File: src/design/tbc_pkg.sv
// Shared types and constants for the thermistor averaging and beta conversion block.
`default_nettype none

package tbc_pkg;

    // sequencer states
    localparam logic [3:0] S_IDLE   = 4'd0;
    localparam logic [3:0] S_CHECK  = 4'd1;
    localparam logic [3:0] S_MUL_PN = 4'd2;
    localparam logic [3:0] S_MUL_PD = 4'd3;
    localparam logic [3:0] S_NORM   = 4'd4;
    localparam logic [3:0] S_SQ     = 4'd5;
    localparam logic [3:0] S_DIFF   = 4'd6;
    localparam logic [3:0] S_LN     = 4'd7;
    localparam logic [3:0] S_NUM    = 4'd8;
    localparam logic [3:0] S_DENA   = 4'd9;
    localparam logic [3:0] S_DENB   = 4'd10;
    localparam logic [3:0] S_DENCHK = 4'd11;
    localparam logic [3:0] S_DIV    = 4'd12;
    localparam logic [3:0] S_DIVW   = 4'd13;
    localparam logic [3:0] S_OUT    = 4'd14;

    // result status codes
    localparam logic [2:0] ST_OK      = 3'd0;
    localparam logic [2:0] ST_TIMEOUT = 3'd1;
    localparam logic [2:0] ST_OPEN    = 3'd2;
    localparam logic [2:0] ST_SHORT   = 3'd3;
    localparam logic [2:0] ST_SAT     = 3'd4;

    // register indexes
    localparam logic [1:0] CFG_BETA    = 2'd0;
    localparam logic [1:0] CFG_NOMINAL = 2'd1;
    localparam logic [1:0] CFG_DIVIDER = 2'd2;
    localparam logic [1:0] CFG_OPENLIM = 2'd3;

    // fixed-point constants
    localparam logic [31:0] LN2_Q30     = 32'd744261118;
    localparam logic [31:0] NUM_SCALE   = 32'd2981500;  // 100 * 29815
    localparam logic [31:0] DEN_SCALE   = 32'd6553600;  // 100 * 2^16
    localparam logic [31:0] INV_T0      = 32'd29815;
    localparam int          KELVIN_OFS  = 27315;

    // divider widths
    localparam int NUM_W = 55;
    localparam int DEN_W = 40;
    localparam int Q_W   = 17;
    localparam int REM_W = DEN_W + Q_W;

    typedef struct packed {
        logic done;
        logic ovf;
    } div_stat_t;

endpackage

`default_nettype wire

File: src/design/tbc_div.sv
// Restoring divider, one quotient bit per cycle, flags quotients that do not fit.
`default_nettype none

module tbc_div
    import tbc_pkg::*;
(
    input  wire logic             aclk,
    input  wire logic             aresetn,
    input  wire logic             start,
    input  wire logic [NUM_W-1:0] num,
    input  wire logic [DEN_W-1:0] den,
    output logic      [Q_W-1:0]   quot,
    output div_stat_t             stat
);

    logic             busy_reg, busy_next;
    logic             done_reg, done_next;
    logic             ovf_reg, ovf_next;
    logic [4:0]       cnt_reg, cnt_next;
    logic [REM_W-1:0] rem_reg, rem_next;
    logic [REM_W-1:0] dsh_reg, dsh_next;
    logic [Q_W-1:0]   q_reg, q_next;
    logic [REM_W-1:0] den_full;
    logic             fits;

    assign den_full = {{(REM_W-DEN_W){1'b0}}, den};
    assign fits     = rem_reg >= dsh_reg;

    always_comb begin
        busy_next = busy_reg;
        done_next = 1'b0;
        ovf_next  = ovf_reg;
        cnt_next  = cnt_reg;
        rem_next  = rem_reg;
        dsh_next  = dsh_reg;
        q_next    = q_reg;
        if (start) begin
            rem_next = {{(REM_W-NUM_W){1'b0}}, num};
            dsh_next = den_full << (Q_W - 1);
            q_next   = '0;
            cnt_next = 5'(Q_W - 1);
            if ({{(REM_W-NUM_W){1'b0}}, num} >= (den_full << Q_W)) begin
                ovf_next  = 1'b1;
                done_next = 1'b1;
            end else begin
                ovf_next  = 1'b0;
                busy_next = 1'b1;
            end
        end else if (busy_reg) begin
            if (fits) begin
                rem_next = rem_reg - dsh_reg;
            end
            q_next   = {q_reg[Q_W-2:0], fits};
            dsh_next = dsh_reg >> 1;
            cnt_next = cnt_reg - 5'd1;
            if (cnt_reg == 5'd0) begin
                busy_next = 1'b0;
                done_next = 1'b1;
            end
        end
    end

    always_ff @(posedge aclk) begin
        if (!aresetn) begin
            busy_reg <= 1'b0;
            done_reg <= 1'b0;
            ovf_reg  <= 1'b0;
        end else begin
            busy_reg <= busy_next;
            done_reg <= done_next;
            ovf_reg  <= ovf_next;
        end
        cnt_reg <= cnt_next;
        rem_reg <= rem_next;
        dsh_reg <= dsh_next;
        q_reg   <= q_next;
    end

    assign quot      = q_reg;
    assign stat.done = done_reg;
    assign stat.ovf  = ovf_reg;

endmodule

`default_nettype wire

File: src/design/thermistor_average_beta_convert.sv
// Top level: burst averaging of thermistor conversions and beta-equation temperature.
//
// Input beats (s_*) carry one ADC conversion: sample in s_tdata, channel and
// timeout flag in s_tuser. Each burst drops one settling conversion, then sums
// SAMPLES_PER_READING conversions. A channel change restarts the burst.
// Result beats (m_*) carry the temperature in signed hundredths of a degree C
// on m_tdata, channel and status on m_tuser (0 ok, 1 timeout, 2 open,
// 3 short, 4 saturated high).
// Configuration writes on cfg_* are always taken.
// A conversion that does not end a burst leaves the sequencer idle. A burst end
// runs a sequencer around one shared 32x32 multiplier: two products, two
// log2 passes (6 normalize steps plus 16 squarings each), four more
// products, then a restoring divide, after which the result is loaded into
// the output register when that register is free.
// A timeout or open/short result skips the arithmetic and goes to the output state.
// s_tready is high only while the sequencer is idle; a finished result
// waits in the output state while the output register holds a beat not yet
// taken. Reset restores register defaults and clears the burst state.
`default_nettype none

module thermistor_average_beta_convert
    import tbc_pkg::*;
#(
    parameter int SAMPLES_PER_READING = 16,
    parameter int CHANNEL_COUNT       = 4
) (
    input  wire logic        aclk,
    input  wire logic        aresetn,
    input  wire logic        s_tvalid,
    output logic             s_tready,
    input  wire logic [15:0] s_tdata,   // [11:0] sample
    input  wire logic [2:0]  s_tuser,   // [1:0] channel, [2] timed_out
    output logic             m_tvalid,
    input  wire logic        m_tready,
    output logic      [15:0] m_tdata,   // [15:0] temperature_centi
    output logic      [4:0]  m_tuser,   // [1:0] result_channel, [4:2] status
    input  wire logic        cfg_valid,
    output logic             cfg_ready,
    input  wire logic [1:0]  cfg_index,
    input  wire logic [19:0] cfg_data
);

    localparam int FULL  = 4095 * SAMPLES_PER_READING;
    localparam int SUM_W = $clog2(FULL + 1);
    localparam int POS_W = $clog2(SAMPLES_PER_READING + 2);
    localparam int XW    = 20 + SUM_W;

    // configuration
    logic [15:0] beta_reg;
    logic [19:0] nom_reg;
    logic [19:0] div_reg;
    logic [15:0] olim_reg;

    assign cfg_ready = 1'b1;

    always_ff @(posedge aclk) begin
        if (!aresetn) begin
            beta_reg <= 16'd3892;
            nom_reg  <= 20'd10000;
            div_reg  <= 20'd15000;
            olim_reg <= 16'd19;
        end else if (cfg_valid) begin
            case (cfg_index)
                CFG_BETA:    beta_reg <= cfg_data[15:0];
                CFG_NOMINAL: nom_reg  <= cfg_data;
                CFG_DIVIDER: div_reg  <= cfg_data;
                CFG_OPENLIM: olim_reg <= cfg_data[15:0];
                default:     ;
            endcase
        end
    end

    // sequencer and datapath registers
    logic [3:0]        state_reg, state_next;
    logic [1:0]        ch_reg, ch_next;
    logic [POS_W-1:0]  pos_reg, pos_next;
    logic [SUM_W-1:0]  sum_reg, sum_next;
    logic [SUM_W-1:0]  s_reg, s_next;
    logic [4:0]        cnt_reg, cnt_next;
    logic              lsel_reg, lsel_next;
    logic [XW-1:0]     x_reg, x_next;
    logic [5:0]        p_reg, p_next;
    logic [30:0]       m_reg, m_next;
    logic [21:0]       lg_reg, lg_next;
    logic [21:0]       l1_reg, l1_next;
    logic signed [22:0] d_reg, d_next;
    logic [23:0]       lq_reg, lq_next;
    logic              lqneg_reg, lqneg_next;
    logic [NUM_W-1:0]  num_reg, num_next;
    logic signed [40:0] den_reg, den_next;
    logic [2:0]        rst_reg, rst_next;
    logic [15:0]       rtemp_reg, rtemp_next;

    logic              out_v_reg, out_v_next;
    logic [1:0]        out_ch_reg, out_ch_next;
    logic [15:0]       out_t_reg, out_t_next;
    logic [2:0]        out_s_reg, out_s_next;

    // shared multiplier
    logic [31:0] mul_a, mul_b;
    logic [63:0] prod;
    assign prod = mul_a * mul_b;

    // divider
    logic            div_start;
    logic [Q_W-1:0]  div_q;
    div_stat_t       div_st;

    tbc_div u_div (
        .aclk    (aclk),
        .aresetn (aresetn),
        .start   (div_start),
        .num     (num_reg),
        .den     (den_reg[DEN_W-1:0]),
        .quot    (div_q),
        .stat    (div_st)
    );

    assign div_start = (state_reg == S_DIV);

    // input fields
    logic [1:0]  in_ch;
    logic [11:0] in_smp;
    logic        in_to;
    logic        accept;
    logic        out_free;
    assign in_ch    = s_tuser[1:0];
    assign in_to    = s_tuser[2];
    assign in_smp   = s_tdata[11:0];
    assign s_tready = (state_reg == S_IDLE);
    assign accept   = s_tvalid && s_tready;
    assign out_free = !out_v_reg || m_tready;

    logic [SUM_W-1:0] sum_add;
    logic [22:0]      mag;
    logic [5:0]       k;
    logic [XW-1:0]    xs;
    logic [5:0]       ps;
    logic [31:0]      sq;
    logic signed [18:0] tc;

    assign sum_add = sum_reg + SUM_W'(in_smp);
    assign mag     = d_reg[22] ? 23'(-d_reg) : 23'(d_reg);
    assign k       = 6'(6'd32 >> cnt_reg[2:0]);
    assign sq      = prod[61:30];
    assign tc      = $signed({2'b00, div_q}) - 19'(KELVIN_OFS);

    always_comb begin
        xs = x_reg;
        ps = p_reg;
        if ((x_reg >> (XW - int'(k))) == '0) begin
            xs = x_reg << k;
            ps = p_reg - k;
        end
    end

    always_comb begin
        mul_a = '0;
        mul_b = '0;
        case (state_reg)
            S_MUL_PN: begin
                mul_a = 32'(div_reg);
                mul_b = 32'(SUM_W'(FULL) - s_reg);
            end
            S_MUL_PD: begin
                mul_a = 32'(s_reg);
                mul_b = 32'(nom_reg);
            end
            S_SQ: begin
                mul_a = 32'(m_reg);
                mul_b = 32'(m_reg);
            end
            S_LN: begin
                mul_a = 32'(mag);
                mul_b = LN2_Q30;
            end
            S_NUM: begin
                mul_a = 32'(beta_reg);
                mul_b = NUM_SCALE;
            end
            S_DENA: begin
                mul_a = 32'(beta_reg);
                mul_b = DEN_SCALE;
            end
            S_DENB: begin
                mul_a = 32'(lq_reg);
                mul_b = INV_T0;
            end
            default: ;
        endcase
    end

    always_comb begin
        state_next  = state_reg;
        ch_next     = ch_reg;
        pos_next    = pos_reg;
        sum_next    = sum_reg;
        s_next      = s_reg;
        cnt_next    = cnt_reg;
        lsel_next   = lsel_reg;
        x_next      = x_reg;
        p_next      = p_reg;
        m_next      = m_reg;
        lg_next     = lg_reg;
        l1_next     = l1_reg;
        d_next      = d_reg;
        lq_next     = lq_reg;
        lqneg_next  = lqneg_reg;
        num_next    = num_reg;
        den_next    = den_reg;
        rst_next    = rst_reg;
        rtemp_next  = rtemp_reg;
        out_v_next  = out_v_reg;
        out_ch_next = out_ch_reg;
        out_t_next  = out_t_reg;
        out_s_next  = out_s_reg;

        if (out_v_reg && m_tready) begin
            out_v_next = 1'b0;
        end

        case (state_reg)
            S_IDLE: begin
                if (accept && (int'(in_ch) < CHANNEL_COUNT)) begin
                    if (pos_reg == '0 || in_ch != ch_reg) begin
                        ch_next  = in_ch;
                        pos_next = POS_W'(1);
                        sum_next = '0;
                    end else if (in_to) begin
                        pos_next   = '0;
                        sum_next   = '0;
                        rst_next   = ST_TIMEOUT;
                        rtemp_next = '0;
                        state_next = S_OUT;
                    end else if (int'(pos_reg) == SAMPLES_PER_READING) begin
                        pos_next   = '0;
                        sum_next   = '0;
                        s_next     = sum_add;
                        state_next = S_CHECK;
                    end else begin
                        sum_next = sum_add;
                        pos_next = pos_reg + POS_W'(1);
                    end
                end
            end
            S_CHECK: begin
                rtemp_next = '0;
                if (32'(s_reg) <= 32'(olim_reg) || nom_reg == '0) begin
                    rst_next   = ST_OPEN;
                    state_next = S_OUT;
                end else if (int'(s_reg) >= FULL || div_reg == '0) begin
                    rst_next   = ST_SHORT;
                    state_next = S_OUT;
                end else begin
                    state_next = S_MUL_PN;
                end
            end
            S_MUL_PN, S_MUL_PD: begin
                // first pass holds log2 of divider branch
                if (state_reg == S_MUL_PD) begin
                    l1_next = lg_reg;
                end
                x_next     = prod[XW-1:0];
                p_next     = 6'(XW - 1);
                cnt_next   = '0;
                lsel_next  = (state_reg == S_MUL_PD);
                state_next = S_NORM;
            end
            S_NORM: begin
                x_next   = xs;
                p_next   = ps;
                cnt_next = cnt_reg + 5'd1;
                if (cnt_reg == 5'd5) begin
                    m_next     = xs[XW-1 -: 31];
                    lg_next    = {ps, 16'h0000};
                    cnt_next   = 5'd15;
                    state_next = S_SQ;
                end
            end
            S_SQ: begin
                if (sq[31]) begin
                    m_next = sq[31:1];
                    lg_next[cnt_reg] = 1'b1;
                end else begin
                    m_next = sq[30:0];
                end
                cnt_next = cnt_reg - 5'd1;
                if (cnt_reg == 5'd0) begin
                    if (lsel_reg) begin
                        state_next = S_DIFF;
                    end else begin
                        state_next = S_MUL_PD;
                    end
                end
            end
            S_DIFF: begin
                d_next     = $signed({1'b0, l1_reg}) - $signed({1'b0, lg_reg});
                state_next = S_LN;
            end
            S_LN: begin
                // ln in Q16, halves rounded away from zero
                lq_next    = prod[53:30] + 24'(prod[29]);
                lqneg_next = d_reg[22];
                state_next = S_NUM;
            end
            S_NUM: begin
                num_next   = {prod[38:0], 16'h0000};
                state_next = S_DENA;
            end
            S_DENA: begin
                den_next   = $signed({2'b00, prod[38:0]});
                state_next = S_DENB;
            end
            S_DENB: begin
                if (lqneg_reg) begin
                    den_next = den_reg - $signed({1'b0, prod[39:0]});
                end else begin
                    den_next = den_reg + $signed({1'b0, prod[39:0]});
                end
                state_next = S_DENCHK;
            end
            S_DENCHK: begin
                if (den_reg[40] || den_reg == '0) begin
                    rst_next   = ST_SAT;
                    rtemp_next = '0;
                    state_next = S_OUT;
                end else begin
                    num_next   = num_reg + NUM_W'(den_reg[39:1]);
                    state_next = S_DIV;
                end
            end
            S_DIV: begin
                state_next = S_DIVW;
            end
            S_DIVW: begin
                if (div_st.done) begin
                    if (div_st.ovf || tc > 19'sd32767) begin
                        rst_next   = ST_SAT;
                        rtemp_next = '0;
                    end else begin
                        rst_next   = ST_OK;
                        rtemp_next = tc[15:0];
                    end
                    state_next = S_OUT;
                end
            end
            S_OUT: begin
                if (out_free) begin
                    out_v_next  = 1'b1;
                    out_ch_next = ch_reg;
                    out_t_next  = rtemp_reg;
                    out_s_next  = rst_reg;
                    state_next  = S_IDLE;
                end
            end
            default: state_next = S_IDLE;
        endcase
    end

    always_ff @(posedge aclk) begin
        if (!aresetn) begin
            state_reg <= S_IDLE;
            ch_reg    <= '0;
            pos_reg   <= '0;
            sum_reg   <= '0;
            out_v_reg <= 1'b0;
        end else begin
            state_reg <= state_next;
            ch_reg    <= ch_next;
            pos_reg   <= pos_next;
            sum_reg   <= sum_next;
            out_v_reg <= out_v_next;
        end
        s_reg      <= s_next;
        cnt_reg    <= cnt_next;
        lsel_reg   <= lsel_next;
        x_reg      <= x_next;
        p_reg      <= p_next;
        m_reg      <= m_next;
        lg_reg     <= lg_next;
        l1_reg     <= l1_next;
        d_reg      <= d_next;
        lq_reg     <= lq_next;
        lqneg_reg  <= lqneg_next;
        num_reg    <= num_next;
        den_reg    <= den_next;
        rst_reg    <= rst_next;
        rtemp_reg  <= rtemp_next;
        out_ch_reg <= out_ch_next;
        out_t_reg  <= out_t_next;
        out_s_reg  <= out_s_next;
    end

    assign m_tvalid = out_v_reg;
    assign m_tdata  = out_t_reg;
    assign m_tuser  = {out_s_reg, out_ch_reg};

    // a new result beat only comes out of the output state
    a_load_from_out: assert property (@(posedge aclk) disable iff (!aresetn)
        (out_v_reg && !$past(out_v_reg)) |-> $past(state_reg == S_OUT))
        else $error("result beat loaded outside output state");

    // any error status carries a zero temperature
    a_err_zero: assert property (@(posedge aclk) disable iff (!aresetn)
        (m_tvalid && m_tuser[4:2] != ST_OK) |-> (m_tdata == 16'h0000))
        else $error("nonzero temperature with error status");

    // burst position never runs past the summed length
    a_pos_range: assert property (@(posedge aclk) disable iff (!aresetn)
        int'(pos_reg) <= SAMPLES_PER_READING)
        else $error("burst position out of range");

    // divider only reports when it was started
    a_div_done: assert property (@(posedge aclk) disable iff (!aresetn)
        div_st.done |-> (state_reg == S_DIVW))
        else $error("divider finished outside wait state");

endmodule

`default_nettype wire
File: config.mk
export PLATFORM = sky130hd
export DESIGN_NAME = thermistor_average_beta_convert
export DESIGN_NICKNAME = d
export VERILOG_FILES = /design/src/design/tbc_pkg.sv /design/src/design/tbc_div.sv /design/src/design/thermistor_average_beta_convert.sv
export SDC_FILE = /design/constraint.sdc
export NUM_CORES = 2
export LEC_CHECK = 0
export ABC_AREA = 1
export ABC_CLOCK_PERIOD_IN_PS = 16140
export BUFFER_PORTS_ARGS = -buffer_cell sky130_fd_sc_hd__buf_2
export CORE_UTILIZATION = 47
export DETAILED_ROUTE_END_ITERATION = 10
export PLACE_DENSITY_LB_ADDON = 0.3
export SLEW_MARGIN = 5
export SYNTH_ARGS = -nofsm -noshare
export SYNTH_HDL_FRONTEND = slang
export SYNTH_HIERARCHICAL = 1
export SYNTH_SLANG_ARGS = --single-unit
File: constraint.sdc
create_clock -name aclk -period 16.14 [get_ports aclk]
set_input_delay 0.807 -clock aclk [delete_from_list [all_inputs] [get_ports aclk]]
set_output_delay 0.807 -clock aclk [all_outputs]
set_load 0.01 [all_outputs]
=== Yosys cells after proc, flatten, opt, wreduce, memory -nomap -nowiden ===
Cells that the tools add are included.

* Input bits: 46
* Output and inout bits: 24
* Word-level logic and storage cells: 220
* Flip-flop bits (word level): 561

* Add/sub/neg operators: 16
* Reduce and logical (&&, ||, !) cells: 47
* Shift operators: 3
* Equal/unequal tests: 34
* Multiply operators: 1
* Multiplexer cells: 72
* Bitwise logic cells: 3
* $lt $le $gt $ge: 7

{| class="wikitable"
|+ Operator list
! kind !! number
|-
| 32-bit case mux with 7 select lines || 1
|-
| 55-bit 2-to-1 mux || 4
|-
| 31-bit case mux with 6 select lines || 1
|-
| 16-bit 2-to-1 mux || 9
|-
| 56-bit 2-to-1 mux || 2
|-
| 55-bit case mux with 2 select lines || 1
|-
| 41-bit case mux with 2 select lines || 1
|-
| 36-bit case mux with 2 select lines || 1
|-
| 16-bit case mux with 4 select lines || 1
|-
| 32-bit by 32-bit multiplier with 62-bit output || 1
|-
| 31-bit 2-to-1 mux || 2
|-
| 31-bit case mux with 2 select lines || 1
|-
| 55-bit by 57-bit >= comparator with 1-bit output || 1
|-
| 57-bit by 56-bit >= comparator with 1-bit output || 1
|-
| 57-bit by 56-bit subtractor with 57-bit output || 1
|-
| 4-bit case mux with 14 select lines || 1
|-
| 55-bit by 39-bit adder with 55-bit output || 1
|-
| 22-bit 2-to-1 mux || 2
|-
| 22-bit case mux with 2 select lines || 1
|-
| 41-bit adder || 1
|-
| 41-bit zero test || 1
|-
| 41-bit 2-to-1 mux || 1
|-
| 41-bit subtractor || 1
|-
| 20-bit zero test || 2
|-
| other kinds (61) || 144
|}

=== Longest topological paths before layout ===
* Depth after elaboration: 7
* Gate-level depth with buffers: 66
* Mapped depth without buffers: 65

=== Cells and area by module ===
Netlist, hierarchy kept.

{| class="wikitable"
|+ Modules (own cells, without submodules)
! module !! area each (sq um) !! instances !! cells an instance !! sequential area each (sq um)
|-
| thermistor_average_beta_convert || 63931.3 || 1 || 8487 || 11701.2
|-
| tbc_div || 11270.8 || 1 || 1621 || 3713.6
|}

=== Worst setup path after synthesis ===
OpenSTA, ideal clock, no wires.

* Path kind: reg-to-reg
* Start point: register d_reg[0]
* End point: register den_reg[38] (data pin)
* Period minus slack after synthesis: 10.204 ns
* Buffers on the path: 1
* Path slack: 5.936 ns
* Stages on the path, launching flop included: 60
* Required time: 15.872 ns
* Arrival time: 9.936 ns
* Library setup time: 0.268 ns
* Path through: edfxtp_1 > inv_1 > ha_1 > inv_1 > nor3_2 > inv_1 > nor3_1 > inv_1 > nor2_1 > nand2_1 > nor3_2 > a21oi_1 > or2_2 > nand3_1 > nand2_1 > inv_1 > buf_4 > nor2_1 > [... 24 more ...] > nor2_1 > nand2_1 > nor2_1 > nand3_1 > nand2_1 > nand2_1 > nand2_1 > nand2_1 > ha_1 > nand2_1 > nor2_1 > nand2_1 > nor3_1 > or3b_2 > nand3_1 > nand2_1 > nand3_1 > o21ai_0

* Word-level cells in the longest chain between the ends: 7
* Elaborated cells between the ends (all ways): 8
* Classes of those cells: 3 x add/sub; 1 x mul; 4 x mux

{| class="wikitable"
|+ RTL lines
! what !! RTL line !! text
|-
| start, declared || thermistor_average_beta_convert.sv:86 || <nowiki>logic signed [22:0] d_reg, d_next;</nowiki>
|-
| start signal, assigned || thermistor_average_beta_convert.sv:382 || <nowiki>d_reg <= d_next;</nowiki>
|-
| 23-bit negator || thermistor_average_beta_convert.sv:143 || <nowiki>assign mag = d_reg[22] ? 23'(-d_reg) : 23'(d_reg);</nowiki>
|-
| 23-bit 2-to-1 mux * || thermistor_average_beta_convert.sv:143 ||
|-
| 31-bit case mux with 6 select lines * || thermistor_average_beta_convert.sv:160 || <nowiki>case (state_reg)</nowiki>
|-
| 32-bit by 32-bit multiplier with 62-bit output * || thermistor_average_beta_convert.sv:102 || <nowiki>assign prod = mul_a * mul_b;</nowiki>
|-
| 41-bit adder or 41-bit subtractor (tied branches) || thermistor_average_beta_convert.sv:318, thermistor_average_beta_convert.sv:316 ||
|-
| 41-bit 2-to-1 mux || thermistor_average_beta_convert.sv:315 || <nowiki>if (lqneg_reg) begin</nowiki>
|-
| 41-bit case mux with 2 select lines * || thermistor_average_beta_convert.sv:222 || <nowiki>case (state_reg)</nowiki>
|-
| net den_next[38] || thermistor_average_beta_convert.sv:90 || <nowiki>logic signed [40:0] den_reg, den_next;</nowiki>
|-
| end signal, assigned || thermistor_average_beta_convert.sv:386 || <nowiki>den_reg <= den_next;</nowiki>
|-
| end, declared || thermistor_average_beta_convert.sv:90 ||
|}

The timed path passes the listed nets; every way through them passes the cells marked *.
A chain may end at the register's enable or synchronous reset.

=== Worst setup path after layout ===
* Start point: register s_reg[0]
* End point: register den_reg[37] (data pin)

* Word-level cells in the longest chain between the ends: 6
* Elaborated cells between the ends (all ways): 8
* Classes of those cells: 3 x add/sub; 1 x mul; 4 x mux

{| class="wikitable"
|+ RTL lines
! what !! RTL line !! text
|-
| start, declared || thermistor_average_beta_convert.sv:78 || <nowiki>logic [SUM_W-1:0] s_reg, s_next;</nowiki>
|-
| start signal, assigned || thermistor_average_beta_convert.sv:374 || <nowiki>s_reg <= s_next;</nowiki>
|-
| 16-bit by 16-bit subtractor with 17-bit output || thermistor_average_beta_convert.sv:163 || <nowiki>mul_b = 32'(SUM_W'(FULL) - s_reg);</nowiki>
|-
| 32-bit case mux with 7 select lines || thermistor_average_beta_convert.sv:160 ||
|-
| 32-bit by 32-bit multiplier with 62-bit output * || thermistor_average_beta_convert.sv:102 ||
|-
| 41-bit adder or 41-bit subtractor (tied branches) || thermistor_average_beta_convert.sv:318, thermistor_average_beta_convert.sv:316 ||
|-
| 41-bit 2-to-1 mux || thermistor_average_beta_convert.sv:315 ||
|-
| 41-bit case mux with 2 select lines * || thermistor_average_beta_convert.sv:222 ||
|-
| net den_next[37] || thermistor_average_beta_convert.sv:90 ||
|}

Marks and branches as above.

==> flow_metrics.env <==
export IMPL_coreArea_um2=159000
export IMPL_fin_ws_ps=2820
export IMPL_rows=146
export IMPL_die_height_um=402
export IMPL_crit_required_ps=16590
export IMPL_area_growth_pct=6.05
export IMPL_cts_resized=0
export IMPL_via_per_inst=5.68
export IMPL_ff2ff_setup_slack_ps=2820
export IMPL_grt_antenna_before_repair=8
export IMPL_layout_drive_gt1_share_pct=5.21
export IMPL_cts_made_buffers=60
export IMPL_hold_end="beta_reg[10]"
export IMPL_htree_levels=2
export IMPL_timing_final_max_slew_violations=0
export IMPL_hold_depth=3
export IMPL_dr_first_iter_drc_count=7361
export IMPL_synth_ff_type="edfxtp_1"
export IMPL_utilization_pct=50.3
export IMPL_fillers=15700
export IMPL_port_buffers=64
export IMPL_wl_per_cell_um=22.5
export IMPL_initial_core_util_pct=47.4
export IMPL_worst_slew_pin_slew_ps=1340
export IMPL_fin_nets=11400
export IMPL_ant_nets=0
export IMPL_synth_edff_count=418
export IMPL_synth_most_common_cell="nand2_1"
export IMPL_r2r_end="den_reg[37]"
export IMPL_holdWs_ps=359
export IMPL_drc=0
export IMPL_max_slew_margin_rel_pct=9.94
export IMPL_netlist_area_um2=75200
export IMPL_startpoint="s_reg[0]"
export IMPL_synthCells=10100
export IMPL_hold_start="cfg_data[10]"
export IMPL_avgSynthCellArea_um2=7.44
export IMPL_dieArea_um2=162000
export IMPL_hp_class="input pin to register"
export IMPL_drt_total_wl_um=274000
export IMPL_grt_pass1_wl_um=412000
export IMPL_setup_violations=0
export IMPL_gr_total_overflow=0
export IMPL_grt_usage_pct=33.7
export IMPL_clock_path_buffers=3
export IMPL_rsz0062_at_grt="no"
export IMPL_fin_crit_sh_pct=82.5
export IMPL_power_density_nw_per_um2=126
export IMPL_largest_register_ff_count=57
export IMPL_place_ws_ps=3170
export IMPL_ys_seq_area_share_pct=20.5
export IMPL_power_leakage_nw=37.9
export IMPL_vias=69000
export IMPL_async_flop_share_pct=0
export IMPL_synth_area_top_cells="fa_1 23%, edfxtp_1 17%, nand2_1 13%, inv_1 9.8%, ha_1 8.3%"
export IMPL_critPathMaxFanout=17
export IMPL_fmax_ghz=0.0751
export IMPL_totalPowerFinal_mw=10.0
export IMPL_synth_cell_types=80
export IMPL_r2r_cells=56
export IMPL_path_clk_slew_ps=70
export IMPL_dr_pass1_iters=8
export IMPL_cts_hold_buf=0
export IMPL_clock_skew_ps=47.2
export IMPL_setup_tns_ps=0
export IMPL_grt_pass1_vias=68000
export IMPL_hold_violations=0
export IMPL_synth_top_area_share_pct=23.2
export IMPL_grt_max_degree=86
export IMPL_yosysTopAreaCell="fa_1"
export IMPL_tritoncts="yes"
export IMPL_pin_count=70
export IMPL_period_needed_ps=13320
export IMPL_fp_dieW_um=402
export IMPL_worstPathArrival_ps=13780
export IMPL_ir_drop_mv=0.125
export IMPL_clkSinkCount=561
export IMPL_cp_start_kind="register"
export IMPL_postCtsSetupRepairBufs=0
export IMPL_yosys_warnings=6
export IMPL_cp_end_kind="register"
export IMPL_hpwlAfterDp_um=218000
export IMPL_place_gp_congestion=1.03
export IMPL_outcome="finished, final reports clean"
export IMPL_cts_root_buf="clkbuf_16"
export IMPL_synth_common_cells="2533 x nand2_1, 1954 x inv_1, 997 x nor2_1, 871 x fa_1, 498 x ha_1"
export IMPL_critPathMaxStageDelay_ps=850
export IMPL_cap_violations=0
export IMPL_synth_seq_cells=561
export IMPL_crit_slowest_cell="nor3_1"
export IMPL_worst_setup_path_type="register to register"
export IMPL_critPathMostFrequentCell="nand2_1"
export IMPL_multiInputGateArea_um2=51000
export IMPL_clk_latency_ps=710
export IMPL_worstReg2RegStart="s_reg[0]"
export IMPL_seqCellArea_um2=15400
final cells by class:
class	instances	share of cell area, %
Antenna cell	2	0.00628
Tap cell	2072	3.25
Clock buffer	82	2.21
Multi-Input combinational cell	7230	64.0
Timing Repair Buffer	169	1.39
Clock inverter	31	0.417
Inverter	2003	9.44
Sequential cell	561	19.3
worst max-delay path, delay by kind of cell (launching register included):
family | cells | cell delay, ps
AOI/OAI and AO/OA | 3 | 550
adders and majority gates | 12 | 5020
buffers and inverters | 12 | 2030
DFF | 1 | 520
and+or+nand+nor | 29 | 4960
metrics by stage:
| step | instance area, µm² | instances |
|---|---|---|
| finish | 79700 | 12200 |
| global route | 79700 | 12100 |
| CTS | 79700 | 12100 |
| detailed placement | 77600 | 12000 |
| global placement | 77600 | 12000 |
| floorplan | 75200 | 10100 |
how the worst max path moves through the flow:
| stage | end | slack [ps] |
|---|---|---|
| after floorplan | den_reg[38] | 5940 |
| after global placement | den_reg[37] | 3300 |
| after detailed placement | den_reg[37] | 3170 |
| after CTS | den_reg[37] | 3190 |
| after global routing | den_reg[37] | 2340 |
| final | den_reg[37] | 2820 |
placed cells by master (no fill, tap or decap), types with 12 or more instances in the layout:
| cell | n |
|---|---|
| nor3_2 | 12 |
| edfxtp_1 | 418 |
| inv_2 | 31 |
| xnor2_1 | 54 |
| nand3b_1 | 24 |
| nor2_2 | 33 |
| a31oi_1 | 46 |
| dfxtp_1 | 143 |
| fa_1 | 871 |
| o21a_1 | 18 |
| o211ai_1 | 30 |
| o21ai_0 | 495 |
| buf_2 | 64 |
| nor4_1 | 33 |
| clkbuf_16 | 66 |
| or2_2 | 37 |
| nor3_1 | 72 |
| nand2_2 | 49 |
| nand3_2 | 34 |
| ha_1 | 498 |
| a211oi_1 | 17 |
| nand3_1 | 417 |
| inv_1 | 1952 |
| clkinv_1 | 20 |
| a21oi_1 | 464 |
| buf_4 | 105 |
| clkinv_2 | 13 |
| o22ai_1 | 74 |
| o21bai_1 | 28 |
| a21o_1 | 22 |
| o21ai_1 | 16 |
| nor2_1 | 989 |
| nand2_1 | 2529 |
| xor2_1 | 136 |
| nand4_1 | 90 |
power by group:
part           internal, mW  leakage [nW]  total [mW]  switching (mW)
Combinational          1.78          32.0        6.46            4.68
Clock                 0.822          1.02        1.49           0.670
Sequential             1.89          4.86        2.06           0.169
Total                  4.49          37.9        10.0            5.52
per-layer routing:
| metal | part of all wire (%) | track usage, % | up-vias |
|---|---|---|---|
| li1 | - | - | 31400 |
| met1 | 41 | 45.7 | 33400 |
| met2 | 44 | 52.1 | 3561 |
| met3 | 9.8 | 5.75 | 624 |
| met4 | 5.8 | 16.8 | 10 |
| met5 | 0.026 | 0 | - |
cells by family (layout without fill, tap and decap cells):
group                      after synthesis  count (layout)  synth area share, %
muxes                                    6               6               0.0799
DFF                                    561             561                 20.5
other                                    2              13              0.00999
AOI/OAI and AO/OA                     1283            1283                 9.48
buffers and inverters                 2326            2285                 11.9
adders and majority gates             1369            1369                 31.5
xor gates and xnor gates               192             192                 2.27
and+or+nand+nor                       4369            4369                 24.3
(Power assumes the default switching activity.)
